===== src/rtl/decimal_accumulator_machine_defines.svh =====
// ----------------------------------------------------------------------------
// Decimal accumulator machine - assertion macros
// Shared concurrent check helpers; expect clk and rst_n in scope.
// ----------------------------------------------------------------------------
`ifndef DECIMAL_ACCUMULATOR_MACHINE_DEFINES_SVH
`define DECIMAL_ACCUMULATOR_MACHINE_DEFINES_SVH

// same-cycle implication
`define DAM_CHK_NOW(lbl, ante, cons, msg) \
  lbl: assert property (@(posedge clk) disable iff (!rst_n) (ante) |-> (cons)) \
    else $error(msg);

// next-cycle implication
`define DAM_CHK_NEXT(lbl, ante, cons, msg) \
  lbl: assert property (@(posedge clk) disable iff (!rst_n) (ante) |=> (cons)) \
    else $error(msg);

`endif


===== src/rtl/dam_pkg.sv =====
// ----------------------------------------------------------------------------
// dam_pkg
// Shared constants, codes and controller/datapath interface types.
// ----------------------------------------------------------------------------
`default_nettype none

package dam_pkg;

  localparam int MEM_WORDS = 100;
  localparam int AW        = $clog2(MEM_WORDS);
  localparam int WW        = 15;             // stored word, accumulator
  localparam int DW        = 16;             // input data value
  localparam int MAG_W     = WW - 1;         // magnitude of a word
  localparam int PROD_W    = 2 * MAG_W;
  localparam int STEP_W    = $clog2(MAG_W);
  localparam int WORD_MAX  = 9999;
  localparam int OP_RADIX  = 100;

  localparam logic signed [DW-1:0] LIM_HI = DW'(WORD_MAX);
  localparam logic signed [DW-1:0] LIM_LO = DW'(-WORD_MAX);

  // word / 100 by reciprocal multiply, exact for any 14-bit word
  localparam int          RECIP_W  = 13;
  localparam logic [RECIP_W-1:0] RECIP = RECIP_W'(5243);
  localparam int          RECIP_SH = 19;
  localparam int          DQ_W     = MAG_W + RECIP_W;
  localparam int          OP_W     = DQ_W - RECIP_SH;

  // stream widths
  localparam int IN_TDATA_W  = 24;
  localparam int IN_TUSER_W  = 2;
  localparam int OUT_TDATA_W = 56;
  localparam int OUT_TUSER_W = 5;

  // request kinds
  localparam logic [1:0] REQ_LOAD    = 2'd0;
  localparam logic [1:0] REQ_EXEC    = 2'd1;
  localparam logic [1:0] REQ_RESTART = 2'd2;

  // result status
  localparam logic [2:0] ST_OK       = 3'd0;
  localparam logic [2:0] ST_HALT     = 3'd1;
  localparam logic [2:0] ST_STOPPED  = 3'd2;
  localparam logic [2:0] ST_ACC_RNG  = 3'd3;
  localparam logic [2:0] ST_DIV_ZERO = 3'd4;
  localparam logic [2:0] ST_BAD_READ = 3'd5;
  localparam logic [2:0] ST_LOAD_REJ = 3'd6;
  localparam logic [2:0] ST_OFF_END  = 3'd7;

  // opcodes
  localparam logic [OP_W-1:0] OP_READ   = OP_W'(10);
  localparam logic [OP_W-1:0] OP_WRITE  = OP_W'(11);
  localparam logic [OP_W-1:0] OP_LOAD   = OP_W'(20);
  localparam logic [OP_W-1:0] OP_STORE  = OP_W'(21);
  localparam logic [OP_W-1:0] OP_ADD    = OP_W'(30);
  localparam logic [OP_W-1:0] OP_SUB    = OP_W'(31);
  localparam logic [OP_W-1:0] OP_DIV    = OP_W'(32);
  localparam logic [OP_W-1:0] OP_MUL    = OP_W'(33);
  localparam logic [OP_W-1:0] OP_BR     = OP_W'(40);
  localparam logic [OP_W-1:0] OP_BRNEG  = OP_W'(41);
  localparam logic [OP_W-1:0] OP_BRZERO = OP_W'(42);
  localparam logic [OP_W-1:0] OP_HALT   = OP_W'(43);

  typedef struct packed {
    logic cap;       // take the input item
    logic disp;      // dispatch on request kind, fetch word at pc
    logic dec;       // split fetched word into opcode and address
    logic oprd;      // read operand word
    logic exec;      // execute instruction
    logic mdfin;     // commit multiply / divide result
    logic load_out;  // move result into output register
  } dam_cmd_t;

  typedef struct packed {
    logic fetch_go;  // execute request with a word to fetch
    logic md_go;     // instruction needs the multiply / divide unit
    logic md_done;   // multiply / divide result ready
  } dam_sts_t;

endpackage

`default_nettype wire


===== src/rtl/dam_muldiv.sv =====
// ----------------------------------------------------------------------------
// dam_muldiv
// Shared shift-add multiplier and restoring divider, one bit per cycle.
// ----------------------------------------------------------------------------
`default_nettype none

module dam_muldiv import dam_pkg::*; (
  input  logic                    clk,
  input  logic                    rst_n,
  input  logic                    start,
  input  logic                    is_div,
  input  logic signed [WW-1:0]    opa,
  input  logic signed [WW-1:0]    opb,
  output logic                    done,
  output logic                    res_neg,
  output logic [PROD_W-1:0]       res_mag
);

  logic                busy_r;
  logic                done_r;
  logic [STEP_W-1:0]   cnt_r;
  logic                div_r;
  logic                neg_r;
  logic [MAG_W-1:0]    x_r;     // multiplier, or dividend shifting into quotient
  logic [MAG_W-1:0]    dvs_r;
  logic [PROD_W-1:0]   mc_r;
  logic [PROD_W-1:0]   p_r;     // product, or partial remainder
  logic [WW-1:0]       a_neg;
  logic [WW-1:0]       b_neg;
  logic [MAG_W-1:0]    a_mag;
  logic [MAG_W-1:0]    b_mag;
  logic [MAG_W:0]      rem_sh;
  logic [MAG_W:0]      rem_sub;
  logic                rem_ge;

  assign a_neg = -opa;
  assign b_neg = -opb;
  assign a_mag = opa[WW-1] ? a_neg[MAG_W-1:0] : opa[MAG_W-1:0];
  assign b_mag = opb[WW-1] ? b_neg[MAG_W-1:0] : opb[MAG_W-1:0];

  assign rem_sh  = {p_r[MAG_W-1:0], x_r[MAG_W-1]};
  assign rem_ge  = rem_sh >= {1'b0, dvs_r};
  assign rem_sub = rem_sh - {1'b0, dvs_r};

  always_ff @(posedge clk) begin
    if (!rst_n) begin
      busy_r <= 1'b0;
      done_r <= 1'b0;
      cnt_r  <= '0;
    end else begin
      done_r <= 1'b0;
      if (start) begin
        busy_r <= 1'b1;
        cnt_r  <= '0;
      end else if (busy_r) begin
        cnt_r <= cnt_r + 1'b1;
        if (cnt_r == STEP_W'(MAG_W - 1)) begin
          busy_r <= 1'b0;
          done_r <= 1'b1;
        end
      end
    end
  end

  always_ff @(posedge clk) begin
    if (start) begin
      div_r <= is_div;
      neg_r <= opa[WW-1] ^ opb[WW-1];
      x_r   <= a_mag;
      dvs_r <= b_mag;
      mc_r  <= PROD_W'(b_mag);
      p_r   <= '0;
    end else if (busy_r) begin
      if (div_r) begin
        if (rem_ge) begin
          p_r <= PROD_W'(rem_sub);
          x_r <= {x_r[MAG_W-2:0], 1'b1};
        end else begin
          p_r <= PROD_W'(rem_sh);
          x_r <= {x_r[MAG_W-2:0], 1'b0};
        end
      end else begin
        if (x_r[0]) begin
          p_r <= p_r + mc_r;
        end
        mc_r <= {mc_r[PROD_W-2:0], 1'b0};
        x_r  <= {1'b0, x_r[MAG_W-1:1]};
      end
    end
  end

  assign done    = done_r;
  assign res_neg = neg_r;
  assign res_mag = div_r ? PROD_W'(x_r) : p_r;

endmodule

`default_nettype wire


===== src/rtl/dam_datapath.sv =====
// ----------------------------------------------------------------------------
// dam_datapath
// Word store, machine registers, decode, ALU and result registers.
// ----------------------------------------------------------------------------
`default_nettype none

module dam_datapath import dam_pkg::*; (
  input  logic                    clk,
  input  logic                    rst_n,
  input  dam_cmd_t                cmd,
  output dam_sts_t                sts,
  input  logic [1:0]              item_req,
  input  logic [AW-1:0]           item_addr,
  input  logic signed [DW-1:0]    item_data,
  output logic [OUT_TDATA_W-1:0]  out_data,
  output logic [OUT_TUSER_W-1:0]  out_user
);

  // captured item
  logic [1:0]              req_r;
  logic [AW-1:0]           ldaddr_r;
  logic signed [DW-1:0]    data_r;

  // machine state
  logic signed [WW-1:0]    acc_r, acc_nxt;
  logic [AW-1:0]           pc_r, pc_nxt;
  logic                    stop_r, stop_nxt;

  // decoded instruction
  logic signed [WW-1:0]    word_r;
  logic [OP_W-1:0]         op_r;
  logic [AW-1:0]           ad_r;

  // result being built
  logic [2:0]              st_r, st_nxt;
  logic                    wv_r, wv_nxt;
  logic signed [WW-1:0]    wval_r, wval_nxt;
  logic                    ru_r, ru_nxt;
  logic signed [WW-1:0]    xw_r, xw_nxt;

  logic [OUT_TDATA_W-1:0]  out_data_r;
  logic [OUT_TUSER_W-1:0]  out_user_r;

  // word store; entries never written read as zero
  logic [WW-1:0]           mem [MEM_WORDS];
  logic [MEM_WORDS-1:0]    vld_r;
  logic [WW-1:0]           rdata_r;
  logic                    rvld_r;
  logic                    we;
  logic [AW-1:0]           waddr;
  logic [WW-1:0]           wdata;
  logic                    mem_re;
  logic [AW-1:0]           raddr;

  logic signed [WW-1:0]    rword;
  logic                    data_ok;
  logic                    pc_over;
  logic [AW-1:0]           pc_inc;
  logic [DQ_W-1:0]         dq_prod;
  logic [OP_W-1:0]         dq;
  logic [MAG_W-1:0]        da_full;
  logic signed [DW-1:0]    t_add;
  logic signed [DW-1:0]    t_sub;
  logic signed [DW-1:0]    t_as;
  logic                    commit_pc;
  logic [AW-1:0]           npc;
  logic                    md_go;
  logic                    md_done;
  logic                    md_neg;
  logic [PROD_W-1:0]       md_mag;
  logic [WW-1:0]           md_pos;
  logic [WW-1:0]           md_negv;

  assign rword   = rvld_r ? $signed(rdata_r) : '0;
  assign data_ok = (data_r >= LIM_LO) && (data_r <= LIM_HI);
  assign pc_over = pc_r >= AW'(MEM_WORDS);
  assign pc_inc  = pc_r + 1'b1;

  // opcode = word / 100, address = word % 100
  assign dq_prod = DQ_W'(rword[MAG_W-1:0]) * DQ_W'(RECIP);
  assign dq      = dq_prod[DQ_W-1:RECIP_SH];
  assign da_full = rword[MAG_W-1:0] - MAG_W'(MAG_W'(dq) * MAG_W'(OP_RADIX));

  assign t_add = DW'(acc_r) + DW'(rword);
  assign t_sub = DW'(acc_r) - DW'(rword);
  assign t_as  = (op_r == OP_SUB) ? t_sub : t_add;

  assign md_go = !word_r[WW-1] &&
                 ((op_r == OP_MUL) || ((op_r == OP_DIV) && (rword != '0)));

  assign md_pos  = WW'(md_mag[MAG_W-1:0]);
  assign md_negv = -md_pos;

  assign sts.fetch_go = (req_r == REQ_EXEC) && !stop_r && !pc_over;
  assign sts.md_go    = md_go;
  assign sts.md_done  = md_done;

  dam_muldiv u_muldiv (
    .clk     (clk),
    .rst_n   (rst_n),
    .start   (cmd.exec && md_go),
    .is_div  (op_r == OP_DIV),
    .opa     (acc_r),
    .opb     (rword),
    .done    (md_done),
    .res_neg (md_neg),
    .res_mag (md_mag)
  );

  always_comb begin
    acc_nxt   = acc_r;
    pc_nxt    = pc_r;
    stop_nxt  = stop_r;
    st_nxt    = st_r;
    wv_nxt    = wv_r;
    wval_nxt  = wval_r;
    ru_nxt    = ru_r;
    xw_nxt    = xw_r;
    we        = 1'b0;
    waddr     = ldaddr_r;
    wdata     = data_r[WW-1:0];
    mem_re    = 1'b0;
    raddr     = pc_r;
    commit_pc = 1'b0;
    npc       = pc_inc;

    if (cmd.disp) begin
      st_nxt   = ST_OK;
      wv_nxt   = 1'b0;
      wval_nxt = '0;
      ru_nxt   = 1'b0;
      xw_nxt   = '0;
      unique case (req_r)
        REQ_LOAD: begin
          if ((ldaddr_r < AW'(MEM_WORDS)) && data_ok) begin
            we = 1'b1;
          end else begin
            st_nxt = ST_LOAD_REJ;
          end
        end
        REQ_EXEC: begin
          if (stop_r) begin
            st_nxt = ST_STOPPED;
          end else if (pc_over) begin
            st_nxt   = ST_OFF_END;
            stop_nxt = 1'b1;
          end else begin
            mem_re = 1'b1;
          end
        end
        REQ_RESTART: begin
          pc_nxt   = '0;
          acc_nxt  = '0;
          stop_nxt = 1'b0;
        end
        default: begin
        end
      endcase
    end

    if (cmd.dec) begin
      xw_nxt = rword;
    end

    if (cmd.oprd) begin
      mem_re = 1'b1;
      raddr  = ad_r;
    end

    if (cmd.exec) begin
      commit_pc = 1'b1;
      if (!word_r[WW-1]) begin
        unique case (op_r) inside
          OP_READ: begin
            ru_nxt = 1'b1;
            if (data_ok) begin
              we    = 1'b1;
              waddr = ad_r;
            end else begin
              st_nxt    = ST_BAD_READ;
              stop_nxt  = 1'b1;
              commit_pc = 1'b0;
            end
          end
          OP_WRITE: begin
            wv_nxt   = 1'b1;
            wval_nxt = rword;
          end
          OP_LOAD: acc_nxt = rword;
          OP_STORE: begin
            we    = 1'b1;
            waddr = ad_r;
            wdata = acc_r;
          end
          OP_ADD, OP_SUB: begin
            if ((t_as >= LIM_LO) && (t_as <= LIM_HI)) begin
              acc_nxt = t_as[WW-1:0];
            end else begin
              st_nxt    = ST_ACC_RNG;
              stop_nxt  = 1'b1;
              commit_pc = 1'b0;
            end
          end
          OP_DIV: begin
            commit_pc = 1'b0;
            if (rword == '0) begin
              st_nxt   = ST_DIV_ZERO;
              stop_nxt = 1'b1;
            end
          end
          OP_MUL: commit_pc = 1'b0;
          OP_BR: npc = ad_r;
          OP_BRNEG: begin
            if (acc_r[WW-1]) begin
              npc = ad_r;
            end
          end
          OP_BRZERO: begin
            if (acc_r == '0) begin
              npc = ad_r;
            end
          end
          OP_HALT: begin
            st_nxt    = ST_HALT;
            stop_nxt  = 1'b1;
            commit_pc = 1'b0;
          end
          default: begin
          end
        endcase
      end
    end

    if (cmd.mdfin) begin
      if (md_mag > PROD_W'(WORD_MAX)) begin
        st_nxt   = ST_ACC_RNG;
        stop_nxt = 1'b1;
      end else begin
        acc_nxt   = md_neg ? md_negv : md_pos;
        commit_pc = 1'b1;
      end
    end

    if (commit_pc) begin
      pc_nxt = npc;
      if (npc >= AW'(MEM_WORDS)) begin
        st_nxt   = ST_OFF_END;
        stop_nxt = 1'b1;
      end
    end
  end

  always_ff @(posedge clk) begin
    if (!rst_n) begin
      acc_r  <= '0;
      pc_r   <= '0;
      stop_r <= 1'b0;
      vld_r  <= '0;
    end else begin
      acc_r  <= acc_nxt;
      pc_r   <= pc_nxt;
      stop_r <= stop_nxt;
      if (we) begin
        vld_r[waddr] <= 1'b1;
      end
    end
  end

  always_ff @(posedge clk) begin
    if (we) begin
      mem[waddr] <= wdata;
    end
    if (mem_re) begin
      rdata_r <= mem[raddr];
      rvld_r  <= vld_r[raddr];
    end
  end

  always_ff @(posedge clk) begin
    if (cmd.cap) begin
      req_r    <= item_req;
      ldaddr_r <= item_addr;
      data_r   <= item_data;
    end
    if (cmd.dec) begin
      word_r <= rword;
      op_r   <= dq;
      ad_r   <= da_full[AW-1:0];
    end
    st_r   <= st_nxt;
    wv_r   <= wv_nxt;
    wval_r <= wval_nxt;
    ru_r   <= ru_nxt;
    xw_r   <= xw_nxt;
    if (cmd.load_out) begin
      out_data_r <= {4'b0, xw_r, pc_r, acc_r, wval_r};
      out_user_r <= {ru_r, wv_r, st_r};
    end
  end

  assign out_data = out_data_r;
  assign out_user = out_user_r;

endmodule

`default_nettype wire


===== src/rtl/dam_ctrl.sv =====
// ----------------------------------------------------------------------------
// dam_ctrl
// Sequencer for one item at a time, plus output register handshake.
// ----------------------------------------------------------------------------
`default_nettype none

`include "decimal_accumulator_machine_defines.svh"

module dam_ctrl import dam_pkg::*; (
  input  logic      clk,
  input  logic      rst_n,
  input  logic      in_tvalid,
  output logic      in_tready,
  output logic      out_tvalid,
  input  logic      out_tready,
  output dam_cmd_t  cmd,
  input  dam_sts_t  sts
);

  localparam logic [2:0] S_IDLE = 3'd0;
  localparam logic [2:0] S_DISP = 3'd1;
  localparam logic [2:0] S_DEC  = 3'd2;
  localparam logic [2:0] S_OPRD = 3'd3;
  localparam logic [2:0] S_EXEC = 3'd4;
  localparam logic [2:0] S_MDW  = 3'd5;
  localparam logic [2:0] S_DONE = 3'd6;

  logic [2:0] state_r, state_nxt;
  logic       out_valid_r, out_valid_nxt;

  always_comb begin
    state_nxt     = state_r;
    cmd           = '0;
    out_valid_nxt = out_valid_r;
    if (out_valid_r && out_tready) begin
      out_valid_nxt = 1'b0;
    end
    unique case (state_r)
      S_IDLE: begin
        if (in_tvalid) begin
          cmd.cap   = 1'b1;
          state_nxt = S_DISP;
        end
      end
      S_DISP: begin
        cmd.disp  = 1'b1;
        state_nxt = sts.fetch_go ? S_DEC : S_DONE;
      end
      S_DEC: begin
        cmd.dec   = 1'b1;
        state_nxt = S_OPRD;
      end
      S_OPRD: begin
        cmd.oprd  = 1'b1;
        state_nxt = S_EXEC;
      end
      S_EXEC: begin
        cmd.exec  = 1'b1;
        state_nxt = sts.md_go ? S_MDW : S_DONE;
      end
      S_MDW: begin
        if (sts.md_done) begin
          cmd.mdfin = 1'b1;
          state_nxt = S_DONE;
        end
      end
      S_DONE: begin
        // wait for the output register to drain
        if (!out_valid_r || out_tready) begin
          cmd.load_out  = 1'b1;
          out_valid_nxt = 1'b1;
          state_nxt     = S_IDLE;
        end
      end
      default: state_nxt = S_IDLE;
    endcase
  end

  always_ff @(posedge clk) begin
    if (!rst_n) begin
      state_r     <= S_IDLE;
      out_valid_r <= 1'b0;
    end else begin
      state_r     <= state_nxt;
      out_valid_r <= out_valid_nxt;
    end
  end

  assign in_tready  = (state_r == S_IDLE);
  assign out_tvalid = out_valid_r;

  `DAM_CHK_NEXT(a_accept_disp, in_tvalid && in_tready, state_r == S_DISP, "item not dispatched")
  `DAM_CHK_NOW(a_load_free, cmd.load_out, !out_valid_r || out_tready, "result overwritten")
  `DAM_CHK_NOW(a_md_done_wait, sts.md_done, state_r == S_MDW, "stray mul/div done")
  `DAM_CHK_NEXT(a_md_enter, (state_r == S_EXEC) && sts.md_go, state_r == S_MDW, "mul/div skipped")

endmodule

`default_nettype wire


===== src/rtl/decimal_accumulator_machine.sv =====
// ----------------------------------------------------------------------------
// decimal_accumulator_machine
// 100-word decimal accumulator machine: load, step and restart requests.
// ----------------------------------------------------------------------------
//  channel | dir | tdata (low bit up)                              | tuser
//  in_     | in  | load_address[6:0], data_value[22:7], pad[23]    | req_type[1:0]
//  out_    | out | write_value[14:0], acc_value[29:15],            | status[2:0],
//          |     | next_pc[36:30], executed_word[51:37], pad       | write_valid[3],
//          |     |                                                 | read_used[4]
//
//  Load, restart, and execute on a stopped machine: capture, dispatch, done.
//  Execute: capture, dispatch/fetch, decode, operand read, execute, done;
//  multiply, and divide by a nonzero word, also wait on the shared bit-serial unit.
//  One item is in work at a time; the next is taken once its result sits in
//  the output register, which holds until out_tready.
//  Reset is synchronous; the word store reads as zero until written (per-word
//  valid bits), so no clearing pass follows reset.
// ----------------------------------------------------------------------------
`default_nettype none

module decimal_accumulator_machine import dam_pkg::*; (
  input  logic                    clk,
  input  logic                    rst_n,
  input  logic                    in_tvalid,
  output logic                    in_tready,
  input  logic [IN_TDATA_W-1:0]   in_tdata,   // load_address, data_value
  input  logic [IN_TUSER_W-1:0]   in_tuser,   // req_type
  output logic                    out_tvalid,
  input  logic                    out_tready,
  output logic [OUT_TDATA_W-1:0]  out_tdata,  // write_value, acc_value, next_pc, executed_word
  output logic [OUT_TUSER_W-1:0]  out_tuser   // status, write_valid, read_used
);

  dam_cmd_t cmd;
  dam_sts_t sts;

  dam_ctrl u_ctrl (
    .clk        (clk),
    .rst_n      (rst_n),
    .in_tvalid  (in_tvalid),
    .in_tready  (in_tready),
    .out_tvalid (out_tvalid),
    .out_tready (out_tready),
    .cmd        (cmd),
    .sts        (sts)
  );

  dam_datapath u_dp (
    .clk       (clk),
    .rst_n     (rst_n),
    .cmd       (cmd),
    .sts       (sts),
    .item_req  (in_tuser),
    .item_addr (in_tdata[AW-1:0]),
    .item_data ($signed(in_tdata[AW+DW-1:AW])),
    .out_data  (out_tdata),
    .out_user  (out_tuser)
  );

endmodule

`default_nettype wire

===== config.mk =====
export PLATFORM = sky130hd
export DESIGN_NAME = decimal_accumulator_machine
export DESIGN_NICKNAME = d
export VERILOG_FILES = /design/src/rtl/dam_pkg.sv /design/src/rtl/dam_muldiv.sv /design/src/rtl/dam_datapath.sv /design/src/rtl/dam_ctrl.sv /design/src/rtl/decimal_accumulator_machine.sv
export VERILOG_INCLUDE_DIRS = /design/src /design/src/rtl
export SDC_FILE = /design/constraint.sdc
export NUM_CORES = 2
export LEC_CHECK = 0
export BUFFER_PORTS_ARGS = -buffer_cell sky130_fd_sc_hd__buf_2
export CORE_MARGIN = 2
export CORE_UTILIZATION = 45
export DETAILED_ROUTE_END_ITERATION = 16
export PLACE_DENSITY = 0.6
export RECOVER_POWER = 25
export SLEW_MARGIN = 20
export SYNTH_ARGS = -nofsm -noshare
export SYNTH_HDL_FRONTEND = slang
export SYNTH_SLANG_ARGS = --single-unit

===== constraint.sdc =====
create_clock -name clk -period 10 [get_ports clk]
set_input_delay 2.5 -clock clk [delete_from_list [all_inputs] [get_ports clk]]
set_output_delay 2.5 -clock clk [all_outputs]
set_load 0.02 [all_outputs]

======== Word-level counts from Yosys, hierarchy flattened ========
Memory sizes are Yosys's and may differ from the RTL's. A register that Yosys moved wholly into a read port is not among the register bits.
Index checks and enable logic that the tools add are counted.
W data, S select, Z words.
storage, ports and cells
  memories kept ........................... 1
  register bits after elaboration ......... 367
  RAM bits ................................ 1500
  input port bits ......................... 30
operators by class
  eq/ne operators ......................... 25
  add/subtract/negate cells ............... 10
  multipliers ............................. 2
  $lt $le $gt $ge ......................... 12
  bitwise gates (word level) .............. 5
  mux-type cells .......................... 131
  reduce and logical (&&, ||, !) cells .... 35
memories
  memory    words  width  rd ports  clocked after memory_dff  wr ports  line                RTL
  u_dp.mem  100    15     1         1                         1         dam_datapath.sv:45  logic [WW-1:0] mem [MEM_WORDS];
operators with widths
  kind                      number
  $mux W15                  19
  $mux W14                  8
  $or A100 B100 Y100        1
  $mux W28                  3
  $mux W7                   11
  $mux W1                   59
  $mux W3                   17
  $eq A8 B6 Y1 const B      6
  $eq A8 B5 Y1 const B      4
  $ge A16 B15 Y1 const B    2
  $le A16 B15 Y1 const B    2
  $logic_not A15 Y1         2
  $pmux W15 S2              1
  $add A28 B28 Y28          1
  $gt A28 B14 Y1 const B    1
  $neg A14 Y14              2
  $mul A14 B13 Y27 const B  1
  $pmux W3 S7               1
  $pmux W7 S3               1
  $add A15 B15 Y16          1
  $eq A8 B4 Y1 const B      2
  $lt A7 B8 Y1 const B      2
  $mux W16                  1
  $sub A15 B15 Y16          1
  other kinds (40)          71

======== Depth between registers and ports, before layout ========
  depth after elaboration ................. 14
  gate-level depth with buffers ........... 32

======== Hierarchy ========
Synthesis repeated with hierarchy kept, for this count alone.
second synthesis, totals
  cell total of the unflattened synthesis .. 5106
  area, all modules ....................... 81060.2 um2
by module, submodules not included
  module        times used  sequential area each (um2)  area an instance (um2)  cells each
  dam_datapath  1           51779.7                     74219.9                 4328
  dam_muldiv    1           2282.2                      6565.0                  744
  dam_ctrl      1           80.1                        275.3                   34

======== Worst setup path before layout ========
No wires, ideal clock.
  kind .................................... flip-flop to flip-flop
  from .................................... reg u_dp.rvld_r
  to ...................................... reg u_dp.ad_r[6], data pin
  arrival ................................. 6.557 ns
  stages on the path, launching flop included .. 33
  setup slack ............................. 3.180 ns
  path buffers ............................ 3
  period minus slack after synthesis ...... 6.820 ns
  required time ........................... 9.737 ns
  cell sequence ........................... edfxtp_1 > buf_2 > clkbuf_1 > clkbuf_1 > nand2_1 > inv_1 > ha_1 > inv_1 > fa_1 > fa_1 > inv_1 > ha_1 > inv_1 > fa_1 > inv_1 > ha_1 > a21oi_1 > nor2_1 > a211oi_1 > o21ai_0 > a211o_1 > a21oi_1 > o21ai_0 > xor2_1 > ha_1 > inv_1 > fa_1 > a21o_1 > a21oi_1 > xnor2_1 > xnor2_1 > xnor2_1 > xor2_1
on the way
  longest elaborated chain between the ends .. 4
ends and longest elaborated chain
  what                    line                 RTL
  start, declared         dam_datapath.sv:48   logic rvld_r;
  start signal, assigned  dam_datapath.sv:275  rvld_r <= vld_r[raddr];
  $mux W15                dam_datapath.sv:74   assign rword = rvld_r ? $signed(rdata_r) : '0;
  net u_dp.rword[5]       dam_datapath.sv:55   logic signed [WW-1:0] rword;
  $mul A14 B13 Y27        dam_datapath.sv:80   assign dq_prod = DQ_W'(rword[MAG_W-1:0]) * DQ_W'(RECIP);
  net u_dp.dq_prod[19]    dam_datapath.sv:59   logic [DQ_W-1:0] dq_prod;
  $mul A8 B5 Y5           dam_datapath.sv:82   assign da_full = rword[MAG_W-1:0] - MAG_W'(MAG_W'(dq) * MAG_W'(OP_RADIX));
  $sub A7 B7 Y7           dam_datapath.sv:82
  net u_dp.da_full[6]     dam_datapath.sv:61   logic [MAG_W-1:0] da_full;
  end signal, assigned    dam_datapath.sv:288  ad_r <= da_full[AW-1:0];
  end, declared           dam_datapath.sv:32   logic [AW-1:0] ad_r;
The timed path passes the listed nets, and every way through them passes these cells.
A chain may end at the register's enable or synchronous reset.

======== Final worst setup path ========
Same ends and word-level chain as after synthesis.

==> key figures <==
CTS
  • CTS Buffer Depth: 3
  • Cts bufs inserted: around 190
  • CTS tree: built
  • Clock root buffer master: clkbuf_16
  • Clk_lat worst skew: between 800 and 900 ps
  • Post-cts sizing count: 0
  • Cts hold-fix bufs: 0
  • CTS Sinks: approximately 1,900
  • Clk pin slew, worst setup/hold paths: around 60 ps
  • Post-CTS setup buffers: 0
  • H-tree depth: 4

Timing
  • Final setup vio count: 0
  • Worst setup margin: about 1500 ps
  • Hold Violations, Final: 0
  • Unrepaired setup endpoints after global routing: false
  • Min cycle time layout: ~8500 ps
  • Clock skew: about 33 ps
  • Fmax achieved: 0.118 GHz
  • Tightest Pin Transition: around 4700 ps
  • Final TNS setup: 0 ps
  • Post-route clock period utilization: 0.846
  • Slew margin rel.: -2.16
  • Pins Over Slew Limit: 700

Detailed routing
  • Routed WL per cell: 27.3 um
  • DRC violations left: 0
  • First drt pass iteration count: 6
  • Initial DRC count: 4,825
  • Vias: 45,786
  • Vias per cell: ~5.9
  • Total routed wirelength: between 200,000 and 250,000 um
  • Routed Antenna Nets: 0

Floorplan
  • # IOs: 93
  • Die ar.: about 180,000 um2
  • Initial core utilization: 0.453
  • Core region area: about 180,000 um2
  • Die Span Y: between 400 and 500 um
  • Die Width: approximately 430 um
  • Core Rows: ~160

Logic synthesis
  • Area share of the largest cell type after synthesis: 0.623
  • Synth unique cells: 94
  • Top_reg_cell synth: edfxtp_1
  • Yosys warning count: 0
  • Synth Area per Inst: about 16 um2
  • Main area contributors after synthesis: edfxtp_1 (62%), mux4_2 (11%), dfxtp_1 (4.8%), ha_1 (2.8%), nand2_1 (2.2%)
  • Cells after synthesis: 5,022
  • Mapped cell area: approximately 81,000 um2
  • Sequential element share of the synthesized area: 0.671
  • Area leader, netlist: edfxtp_1
  • Post-synth ARST share: 0
  • Number of synthesized flops with an enable pin: ~1,700
  • Flop and latch count out of synthesis: roughly 1,900

Power
  • Clock power share: 0.379
  • Sw frac: 0.257
  • PD cells: ~200 nW/um2
  • Gate power share: 0.142
  • Max IR drop VDD: 0.000169 V
  • Int Pwr: 0.0138 W
  • Sw power: between 0.004 and 0.005 W
  • Seq pwr share: 0.479
  • Cell leakage power: slightly above 30 nW

Place
  • DP Wirelength: about 130,000 um
  • Setup WS pre-CTS: 2020 ps
  • PortBufs: 87
  • RD Place Congestion: 0.872

Layout
  • Area Overhead vs Synth: 12.5%
  • Layout cells sized above 1: 0.185
  • Inserted Diodes: 0
  • Nets: 5,460

GRT
  • First-pass GRT wire length: between 300,000 and 400,000 um
  • Overall Global Routing Usage: 0.230
  • Initial antenna violation count: 2
  • Total gr overflow: 0
  • Largest net degree at the start of global routing: ~110
  • Vias in the first global route: ~45,000

Critical path
  • Slowest stage cell, crit path: edfxtp_1
  • CP max FO: 19
  • CP peak stage delay: ~630 ps
  • Critical Path Sink Type: register
  • Worst path most repeated cell: inv_1
  • Required @ worst endpoint: ~11,000 ps
  • Critical Path AT: between 9000 and 10,000 ps
  • Critical Path Source Type: register
  • Crit Path Class: register to register

Flow run
  • Max-cap viol count: 21

Status
  • Failing checks: max-capacitance violations, max-slew violations
  • Outcome: complete, but fails checks

Hold path
  • Worst Hold Class: register to register
==> placed cells by master, fill, tap and decap left out, types with 67 or more instances in the layout <==
master     count
buf_4        133
o21a_1       108
clkbuf_16    193
nand2_1      459
inv_1        185
nand3_1      103
clkbuf_1     139
ha_1         178
a211oi_1     109
edfxtp_1    1673
mux4_2       400
nor2_1       164
xnor2_1       78
dfxtp_1      195
a31oi_1       67
o21ai_0      111
and2_1        73
a21oi_1      149
==> synthesized netlist by cell type (all sizes together), types with 13 or more instances <==
| cell | number |
|---|---|
| nand2b | 16 |
| o211ai | 18 |
| and2 | 82 |
| xor2 | 42 |
| nor2 | 167 |
| nand2 | 467 |
| a311oi | 54 |
| nand3 | 103 |
| a21o | 39 |
| buf | 96 |
| o21a | 108 |
| xnor2 | 79 |
| nor2b | 25 |
| a211oi | 110 |
| dfxtp | 195 |
| clkbuf | 186 |
| mux2 | 36 |
| o21ai | 117 |
| fa | 61 |
| edfxtp | 1673 |
| a21oi | 151 |
| and3 | 30 |
| inv | 186 |
| a31oi | 69 |
| mux4 | 400 |
| mux2i | 59 |
| nor3 | 101 |
| o31ai | 13 |
| ha | 178 |
==> critical path: cells and delay by family, from the launching register on <==
kind,cells,cell delay [ps]
AO/OA/AOI/OAI,8,1460
XOR/XNOR,5,1150
adder cells (fa/ha/maj),8,3000
buffers and inverters,7,1350
flip-flops,1,630
AND/OR/NAND/NOR,2,590
==> final cells by class <==
class / count / area, um2
Clock buffer: 275 / 5350
Clock inverter: 83 / 812
Fill cell: 14667 / 87500
Inverter: 186 / 698
Multi-Input combinational cell: 2689 / 25200
Sequential cell: 1868 / 54100
Tap cell: 2355 / 2950
Timing Repair Buffer: 255 / 1650
==> stage by stage <==
step	cells	utilization	area, um2	power [W]	hold slack, ps
2_1_floorplan	5025	-	80700	0.0109	400
3_3_place_gp	7352	0.476	84900	0.0117	407
3_5_place_dp	7353	0.476	84900	0.0117	405
4_1_cts	7711	0.511	91100	0.0187	419
5_1_grt	7711	0.509	90800	0.0193	426
6_report	7711	0.509	90800	0.0186	418
==> per-layer routing <==
metal / share of wire / track usage
met3: 0.061 / 0.0308
met1: 0.43 / 0.330
met2: 0.47 / 0.366
met5: 0 / 0
met4: 0.035 / 0.0773
==> sequential cells by signal, indices dropped and copies added, names as in the netlist, 3 cells and up <==
| name | flops |
|---|---|
| u_ctrl.state_r | 3 |
| u_dp.ad_r | 7 |
| u_dp.out_data | 52 |
| u_dp.data_r | 16 |
| u_dp.u_muldiv.mc_r | 28 |
| u_dp.wval_r | 15 |
| u_dp.u_muldiv.dvs_r | 14 |
| u_dp.xw_r | 15 |
| u_dp.u_muldiv.cnt_r | 4 |
| u_dp.pc_r | 7 |
| u_dp.acc_r | 15 |
| u_dp.rdata_r | 15 |
| u_dp.u_muldiv.x_r | 14 |
| u_dp.out_user | 5 |
| u_dp.st_r | 3 |
| u_dp.ldaddr_r | 7 |
| u_dp.op_r | 8 |
| u_dp.mem | 1500 |
| u_dp.vld_r | 100 |
| u_dp.u_muldiv.p_r | 28 |
==> kinds of logic after synthesis <==
family	Yosys count	share of synthesized area
AO/OA/AOI/OAI	772	0.0651
adder cells (fa/ha/maj)	239	0.0428
flip-flops	1868	0.671
multiplexers	495	0.124
AND/OR/NAND/NOR	1058	0.0604
other	1	0.0000465
buffers and inverters	468	0.0231
XOR/XNOR	121	0.0132
==> final timing paths <==
kind / slack [ps] / endpoint / cells after the start / startpoint
setup reg to reg: 1540 / u_dp.ad_r[6] / 30 / u_dp.rvld_r
hold reg to reg: 420 / u_dp.out_data[51] / 0 / u_dp.xw_r[14]
setup / recovery: 1540 / u_dp.ad_r[6] / 30 / u_dp.rvld_r
hold / removal: 420 / u_dp.out_data[51] / 0 / u_dp.xw_r[14]
==> power by group through the flow <==
stage | clock network, W | logic [W] | registers, W
after CTS | 0.00715 | 0.00269 | 0.00889
final | 0.00704 | 0.00264 | 0.00890
after global routing | 0.00744 | 0.00292 | 0.00891
after global placement | 0 | 0.00264 | 0.00906
after detailed placement | 0 | 0.00267 | 0.00906
after floorplan | 0 | 0.00186 | 0.00900
No activity file was read; power rests on OpenSTA's default activity.
